$ cat config.mk
export PLATFORM = sky130hd
export DESIGN_NAME = priority_ready_queue
export DESIGN_NICKNAME = d
export VERILOG_FILES = /design/src/prq_pkg.sv /design/src/priority_ready_queue.sv
export SDC_FILE = /design/constraint.sdc
export NUM_CORES = 1
export LEC_CHECK = 0
export BUFFER_PORTS_ARGS = -buffer_cell sky130_fd_sc_hd__buf_2
export CAP_MARGIN = 15
export CORE_MARGIN = 2
export CORE_UTILIZATION = 50
export DETAILED_ROUTE_END_ITERATION = 16
export GPL_TIMING_DRIVEN = 0
export PLACE_DENSITY = 0.67
export SETUP_SLACK_MARGIN = 0.4
export SKIP_CTS_REPAIR_TIMING = 1
export SYNTH_ARGS = -nofsm -noshare
export SYNTH_HDL_FRONTEND = slang
export SYNTH_SLANG_ARGS = --single-unit
$ cat constraint.sdc
create_clock -name clock -period 6.4 [get_ports clock]
set_input_delay 1.28 -clock clock [delete_from_list [all_inputs] [get_ports clock]]
set_output_delay 1.28 -clock clock [all_outputs]
set_load 0.02 [all_outputs]
$ cat src/prq_pkg.sv
package prq_pkg;

   // Default number of queue slots
   localparam int DEPTH_DEF = 16;

   // Operation codes carried on the request tuser
   typedef enum logic [1:0] {
      FUNC_INSERT    = 2'd0,
      FUNC_PEEK      = 2'd1,
      FUNC_POP       = 2'd2,
      FUNC_SET_BURST = 2'd3
   } func_type;

   // Sequencer states
   typedef enum logic [2:0] {
      ST_IDLE,
      ST_INS_RD,
      ST_INS_CMP,
      ST_HEAD_CHK,
      ST_PEEK2,
      ST_DONE
   } state_type;

   // One queue slot, handle in the lowest bits
   typedef struct packed {
      logic [15:0] burst;
      logic [15:0] arrival;
      logic [7:0]  prio;
      logic [7:0]  handle;
   } entry_type;

   // Latched request
   typedef struct packed {
      func_type  func;
      entry_type ent;
   } op_type;

   // Result transaction, found in the lowest bit
   typedef struct packed {
      logic      overflow;
      logic      is_empty;
      entry_type ent;
      logic      found;
   } rsp_type;

   localparam int RSP_W   = $bits(rsp_type);
   localparam int RSP_PAD = 56 - RSP_W;

endpackage

$ cat src/priority_ready_queue.sv
// Steps: pop and set-burst pass ST_HEAD_CHK and ST_DONE; peek adds ST_PEEK2 when a finished
// head is dropped; insert runs ST_INS_RD and ST_INS_CMP per queued entry that sorts behind
// the new one, then ST_INS_RD and, unless it lands at the head, ST_INS_CMP; a full queue
// skips to ST_DONE. Throughput: one transaction at a time, set by the single read port of
// the slot memory that the insert scan walks one entry at a time; the next request is taken
// the cycle after the result register loads, even while the result waits. Reset empties the queue.
module priority_ready_queue #(
   parameter int DEPTH = prq_pkg::DEPTH_DEF
) (
   input  logic        clock,
   input  logic        reset,
   // tdata: handle[7:0], prio[15:8], arrival[31:16], burst[47:32]
   input  logic [47:0] req_tdata,
   // tuser: func[1:0]
   input  logic [1:0]  req_tuser,
   input  logic        req_tvalid,
   output logic        req_tready,
   // tdata: found[0], out_handle[8:1], out_prio[16:9], out_arrival[32:17],
   //        out_burst[48:33], is_empty[49], overflow[50], zero[55:51]
   output logic [55:0] rsp_tdata,
   output logic        rsp_tvalid,
   input  logic        rsp_tready
);

   localparam int IDX_W = $clog2(DEPTH);
   localparam int CNT_W = $clog2(DEPTH + 1);
   localparam int SUM_W = CNT_W + 1;

   prq_pkg::entry_type mem [DEPTH];

   prq_pkg::state_type state_ff, state_in;
   logic [IDX_W-1:0]   head_ff, head_in;
   logic [CNT_W-1:0]   count_ff, count_in;
   logic [IDX_W-1:0]   wr_ptr_ff, wr_ptr_in;
   logic [CNT_W-1:0]   left_ff, left_in;
   prq_pkg::op_type    op_ff, op_in;
   prq_pkg::rsp_type   res_ff, res_in;
   prq_pkg::rsp_type   rsp_ff, rsp_in;
   logic               rsp_valid_ff, rsp_valid_in;
   prq_pkg::entry_type rd_data_ff;

   logic [IDX_W-1:0]   rd_addr;
   logic               mem_we;
   logic [IDX_W-1:0]   mem_waddr;
   prq_pkg::entry_type mem_wdata;

   logic               req_acc;
   logic               full;
   logic               nonempty;
   logic               out_free;
   logic               sorts_after;
   logic               drop_head;
   logic [SUM_W-1:0]   tail_sum;
   logic [IDX_W-1:0]   tail_idx;
   logic [IDX_W-1:0]   head_next;
   logic [IDX_W-1:0]   wr_prev;
   prq_pkg::func_type  req_func;

   // Decode handshake and status
   assign req_tready = (state_ff == prq_pkg::ST_IDLE);
   assign req_acc    = req_tvalid && req_tready;
   assign req_func   = prq_pkg::func_type'(req_tuser);
   assign full       = (count_ff == CNT_W'(DEPTH));
   assign nonempty   = (count_ff != '0);
   assign out_free   = !rsp_valid_ff || rsp_tready;

   // Circular pointer arithmetic
   assign tail_sum  = SUM_W'(head_ff) + SUM_W'(count_ff);
   assign tail_idx  = (tail_sum >= SUM_W'(DEPTH)) ? IDX_W'(tail_sum - SUM_W'(DEPTH))
                                                  : IDX_W'(tail_sum);
   assign head_next = (head_ff == IDX_W'(DEPTH - 1)) ? '0 : head_ff + 1'b1;
   assign wr_prev   = (wr_ptr_ff == '0) ? IDX_W'(DEPTH - 1) : wr_ptr_ff - 1'b1;

   // Stored entry sorts behind the new one: higher prio, or same prio and later arrival
   assign sorts_after = (rd_data_ff.prio > op_ff.ent.prio) ||
                        ((rd_data_ff.prio == op_ff.ent.prio) &&
                         (rd_data_ff.arrival > op_ff.ent.arrival));

   // Finished head to retire on peek
   assign drop_head = (op_ff.func == prq_pkg::FUNC_PEEK) && nonempty &&
                      (rd_data_ff.burst == '0);

   // Next state
   always_comb begin
      state_in = state_ff;
      unique case (state_ff)
         prq_pkg::ST_IDLE: begin
            if (req_acc) begin
               if (req_func == prq_pkg::FUNC_INSERT) begin
                  state_in = full ? prq_pkg::ST_DONE : prq_pkg::ST_INS_RD;
               end else begin
                  state_in = prq_pkg::ST_HEAD_CHK;
               end
            end
         end
         prq_pkg::ST_INS_RD: begin
            state_in = (left_ff == '0) ? prq_pkg::ST_DONE : prq_pkg::ST_INS_CMP;
         end
         prq_pkg::ST_INS_CMP: begin
            state_in = sorts_after ? prq_pkg::ST_INS_RD : prq_pkg::ST_DONE;
         end
         prq_pkg::ST_HEAD_CHK: begin
            state_in = drop_head ? prq_pkg::ST_PEEK2 : prq_pkg::ST_DONE;
         end
         prq_pkg::ST_PEEK2: begin
            state_in = prq_pkg::ST_DONE;
         end
         prq_pkg::ST_DONE: begin
            if (out_free) begin
               state_in = prq_pkg::ST_IDLE;
            end
         end
         default: begin
            state_in = prq_pkg::ST_IDLE;
         end
      endcase
   end

   // Datapath and memory access
   always_comb begin
      head_in      = head_ff;
      count_in     = count_ff;
      wr_ptr_in    = wr_ptr_ff;
      left_in      = left_ff;
      op_in        = op_ff;
      res_in       = res_ff;
      rsp_in       = rsp_ff;
      rsp_valid_in = rsp_valid_ff && !rsp_tready;
      rd_addr      = head_ff;
      mem_we       = 1'b0;
      mem_waddr    = wr_ptr_ff;
      mem_wdata    = op_ff.ent;
      unique case (state_ff)
         prq_pkg::ST_IDLE: begin
            // Latch request, prepare the insert scan from the tail
            if (req_acc) begin
               op_in.func      = req_func;
               op_in.ent       = prq_pkg::entry_type'(req_tdata);
               wr_ptr_in       = tail_idx;
               left_in         = count_ff;
               res_in          = '0;
               res_in.overflow = (req_func == prq_pkg::FUNC_INSERT) && full;
               res_in.is_empty = !nonempty;
            end
         end
         prq_pkg::ST_INS_RD: begin
            // Place at the head, or fetch the entry below the write slot
            if (left_ff == '0) begin
               mem_we          = 1'b1;
               count_in        = count_ff + 1'b1;
               res_in.is_empty = 1'b0;
            end else begin
               rd_addr = wr_prev;
            end
         end
         prq_pkg::ST_INS_CMP: begin
            // Shift the stored entry up, or drop the new one in
            mem_we = 1'b1;
            if (sorts_after) begin
               mem_wdata = rd_data_ff;
               wr_ptr_in = wr_prev;
               left_in   = left_ff - 1'b1;
            end else begin
               count_in        = count_ff + 1'b1;
               res_in.is_empty = 1'b0;
            end
         end
         prq_pkg::ST_HEAD_CHK: begin
            // Fetch the following entry in case the head retires
            rd_addr = head_next;
            res_in  = '0;
            unique case (op_ff.func)
               prq_pkg::FUNC_PEEK: begin
                  if (drop_head) begin
                     head_in = head_next;
                     count_in = count_ff - 1'b1;
                  end else begin
                     res_in.found    = nonempty;
                     res_in.ent      = nonempty ? rd_data_ff : '0;
                     res_in.is_empty = !nonempty;
                  end
               end
               prq_pkg::FUNC_POP: begin
                  res_in.found    = nonempty;
                  res_in.ent      = nonempty ? rd_data_ff : '0;
                  res_in.is_empty = (count_ff <= CNT_W'(1));
                  if (nonempty) begin
                     head_in  = head_next;
                     count_in = count_ff - 1'b1;
                  end
               end
               prq_pkg::FUNC_SET_BURST: begin
                  res_in.is_empty = !nonempty;
                  if (nonempty) begin
                     mem_we              = 1'b1;
                     mem_waddr           = head_ff;
                     mem_wdata           = rd_data_ff;
                     mem_wdata.burst     = op_ff.ent.burst;
                     res_in.found        = 1'b1;
                     res_in.ent          = rd_data_ff;
                     res_in.ent.burst    = op_ff.ent.burst;
                  end
               end
               default: begin
                  res_in = res_ff;
               end
            endcase
         end
         prq_pkg::ST_PEEK2: begin
            // Report the new head after retiring the finished one
            res_in.found    = nonempty;
            res_in.ent      = nonempty ? rd_data_ff : '0;
            res_in.is_empty = !nonempty;
         end
         prq_pkg::ST_DONE: begin
            // Hand the result to the output register once it is free
            if (out_free) begin
               rsp_valid_in = 1'b1;
               rsp_in       = res_ff;
            end
         end
         default: begin
            rsp_in = rsp_ff;
         end
      endcase
   end

   // Control registers
   always_ff @(posedge clock) begin
      if (reset) begin
         state_ff     <= prq_pkg::ST_IDLE;
         head_ff      <= '0;
         count_ff     <= '0;
         rsp_valid_ff <= 1'b0;
      end else begin
         state_ff     <= state_in;
         head_ff      <= head_in;
         count_ff     <= count_in;
         rsp_valid_ff <= rsp_valid_in;
      end
   end

   // Payload registers
   always_ff @(posedge clock) begin
      wr_ptr_ff <= wr_ptr_in;
      left_ff   <= left_in;
      op_ff     <= op_in;
      res_ff    <= res_in;
      rsp_ff    <= rsp_in;
   end

   // Slot memory: one write port, one registered read port
   always_ff @(posedge clock) begin
      if (mem_we) begin
         mem[mem_waddr] <= mem_wdata;
      end
   end

   always_ff @(posedge clock) begin
      rd_data_ff <= mem[rd_addr];
   end

   assign rsp_tvalid = rsp_valid_ff;
   assign rsp_tdata  = {{prq_pkg::RSP_PAD{1'b0}}, rsp_ff};

endmodule

==> impl_metrics.ini <==
[status]
status = completed

[route]
num_vias = 27460
wirelength_um = 117800
drt-wirelength-per-cell_um = 28.48
ant_nets = 0
drt_iter0_markers = 3663
drc = 0
dr.pass1.iters = 8
vias_per_cell = 6.640

[power_and_ir_drop]
swShare = 0.3470
p_clk_frac = 0.286
power.leakage_uw = 0.01515
powerDensity_nw_per_um2 = 447.3
p_int_uw = 13910
p_seq_frac = 0.407
combPwrFrac = 0.307
p_sw_uw = 7395
ir_drop_v = 0.0002838

[sta]
fin_crit_ns = 4.389
period_share = 0.6858
rsz0062_at_grt = no
max_freq_mhz = 227.8
skew_ns = 0.02505
finalHoldViolCount = 0
timing.final.max_slew_violations = 0
relSlewSlack = 0.1894
tightestPinTransition_ns = 1.216
setup_viol = 0

[logic_synthesis]
synth_top_family_by_area = compound AO/OA/AOI/OAI gates
postSynthAreaPerCell_um2 = 15.24
yosysSeqAreaShare = 0.7021
synth_compound_area_frac = 0.1306
synth_edf_count = 929
ys_async_sr_fraction = 0
synth.ff_latch_count = 990
syn_inst = 2721
synthAdderAreaFrac = 0.01074
synth_cell_types = 71
synth-main-ff-cell = edfxtp_1
synth-xor-area-share = 0.001478
yosysTopAreaCellShare = 0.6727
yosys-top-cells-area = edfxtp_1 (67%), o211ai_1 (7.0%), mux2_2 (5.5%), o221ai_1 (4.1%), dfxtp_1 (2.9%)
yosys_warnings = 0
syn_area_um2 = 41470
muxShareOfSynthArea = 0.06665
post-synth-top-area-cell = edfxtp_1
yosys.area_share.simple = 0.05733

[critical_path]
worst-path-buf-inv = 4
worst_path_dominant_cell_family = buffers and inverters
crit_chain = clkbuf_1, inv_1, mux2_2, nand2_1, buf_2, clkbuf_1, mux2_2, o211ai_1, nand4_1
worstPathArrival_ns = 4.87
crit_path_start_kind = flop
slowest_stage = clkbuf_1
endpoint_kind = flop
max_stage_delay_ns = 0.79
path_max_fanout = 10
crit_required_ns = 6.88
worstSetupPathType = reg2reg

[finish]
fin_nets = 3057
nFillCells = 6145
area_growth_pct = 14.87
drive_gt1_frac = 0.1978
fin_cells = 4135
final_area_um2 = 47640

[place]
place_hpwl_um = 78290
port_buffers = 106
place_congestion = 0.9024
placed_cells = 3935
place_area_um2 = 44160

[global_routing]
first_global_vias = 26920
grt_usage = 0.2728
grt_max_degree = 52
overflow = 0
antenna_found_initial = 7
grt_pass1_wl_um = 172500

[cts]
clk_pin_slew_worst_paths_ns = 0.06
clock_latency_ns = 0.67
cts_buffers = 101
clk_path_buf_depth = 3
root_buffer = clkbuf_16
htreeDepth = 3
numClockSinks = 990
cts_tree = yes

[die]
dieArea_um2 = 85260
num_rows = 105
die_y_um = 292.0
io_pins = 112
die_x_um = 292.0
core_area_um2 = 82110
initial_core_util = 0.5051

[run]
maxCapViolations = 0

[hold_path]
hp-class = reg2reg
-- synth_stat cells (3+ instances only) --
library cell,n
a21o_1,8
a21oi_1,32
a221o_1,3
a22o_1,16
a31oi_1,10
and2_1,38
and3_1,6
buf_2,58
buf_4,13
clkbuf_1,194
dfxtp_1,61
edfxtp_1,929
ha_1,34
inv_1,35
mux2_1,39
mux2_2,202
mux2i_1,5
nand2_1,27
nand2b_1,8
nand3_1,203
nand4_1,54
nor2_1,48
nor2b_1,11
nor3_1,16
nor3b_1,3
nor4_1,6
o211ai_1,389
o21a_1,4
o21ai_0,12
o21ai_1,3
o21bai_1,3
o221ai_1,192
or4_1,4
xnor2_1,5
-- sequential cells by signal (all words and copies together), names as in the netlist --
register / cells
wr_ptr_ff: 4
res_ff: 51
count_ff: 5
rsp_tdata: 51
head_ff: 4
left_ff: 5
op_ff: 50
rsp_tvalid: 1
mem: 768
state_ff: 3
rd_data_ff: 48
-- per-stage QoR --
| step | setup slack (ns) | hold slack, ns | setup TNS, ns | total power [uW] | utilization |
|---|---|---|---|---|---|
| floorplan | 1.605 | 0.4003 | 0 | 12610 | - |
| global placement | -2.360 | 0.4029 | -217.06 | 14840 | 0.5280 |
| detailed placement | 2.173 | 0.4045 | 0 | 15170 | 0.5378 |
| CTS | 2.165 | 0.4078 | 0 | 21220 | 0.5798 |
| global route | 1.801 | 0.4157 | 0 | 22060 | 0.5798 |
| finish | 2.011 | 0.4074 | 0 | 21310 | 0.5802 |
-- placed cells by master, fill, tap and decap left out, types with 16 or more instances in the layout --
| master | n |
|---|---|
| o211ai_1 | 389 |
| nand3_1 | 203 |
| and2_1 | 37 |
| buf_2 | 165 |
| dfxtp_1 | 61 |
| nor2_4 | 17 |
| nor3_1 | 16 |
| clkbuf_16 | 104 |
| clkbuf_1 | 217 |
| a22o_1 | 16 |
| mux2_2 | 202 |
| mux2_1 | 39 |
| o221ai_1 | 192 |
| ha_1 | 34 |
| inv_1 | 35 |
| nor2_1 | 31 |
| a21oi_1 | 31 |
| nand2_1 | 27 |
| clkinv_2 | 20 |
| edfxtp_1 | 929 |
| buf_12 | 22 |
| nand4_1 | 54 |
-- final timing paths --
path	from	end	slack [ns]	depth (start not counted)
worst max-delay path	head_ff[1]	rd_data_ff[47]	2.01	9
worst min-delay path	res_ff[7]	rsp_tdata[7]	0.41	0
worst max register to register	head_ff[1]	rd_data_ff[47]	2.01	9
worst min register to register	res_ff[7]	rsp_tdata[7]	0.41	0
-- cells by family after synthesis --
kind of cell,Yosys count
other,1
XOR/XNOR,7
multiplexers,246
flip-flops,990
adder cells (fa/ha/maj),35
AO/OA/AOI/OAI,695
AND/OR/NAND/NOR,441
buffers and inverters,306
-- layout make-up --
class                   count  area (um2)  share of cell area
flip-flops and latches    990       29120              0.6112
multi-input cells        1429       11240              0.2359
clock buffers             140        2858             0.05999
well taps                1070        1339             0.02810
repair buffers            140        1180             0.02477
plain buffers             269        1147             0.02408
clock inverters            48       588.1             0.01234
inverters                  37       138.9            0.002915
diodes                     12       30.03           0.0006304
-- metal layers --
metal,global-route usage,up-vias,part of all wire
li1,-,11670,-
met1,0.3567,13850,0.38
met2,0.4330,1677,0.47
met3,0.06774,263,0.10
met4,0.1214,0,0.042
met5,0,-,0
-- power by group through the flow --
stage	logic (uW)	registers, uW	clock network [uW]
finish	6540	8670	6100
global route	6910	8730	6420
CTS	6400	8670	6150
detailed placement	6370	8790	0
global placement	5990	8860	0
floorplan	3870	8730	0
No activity file was read; power rests on OpenSTA's default activity.
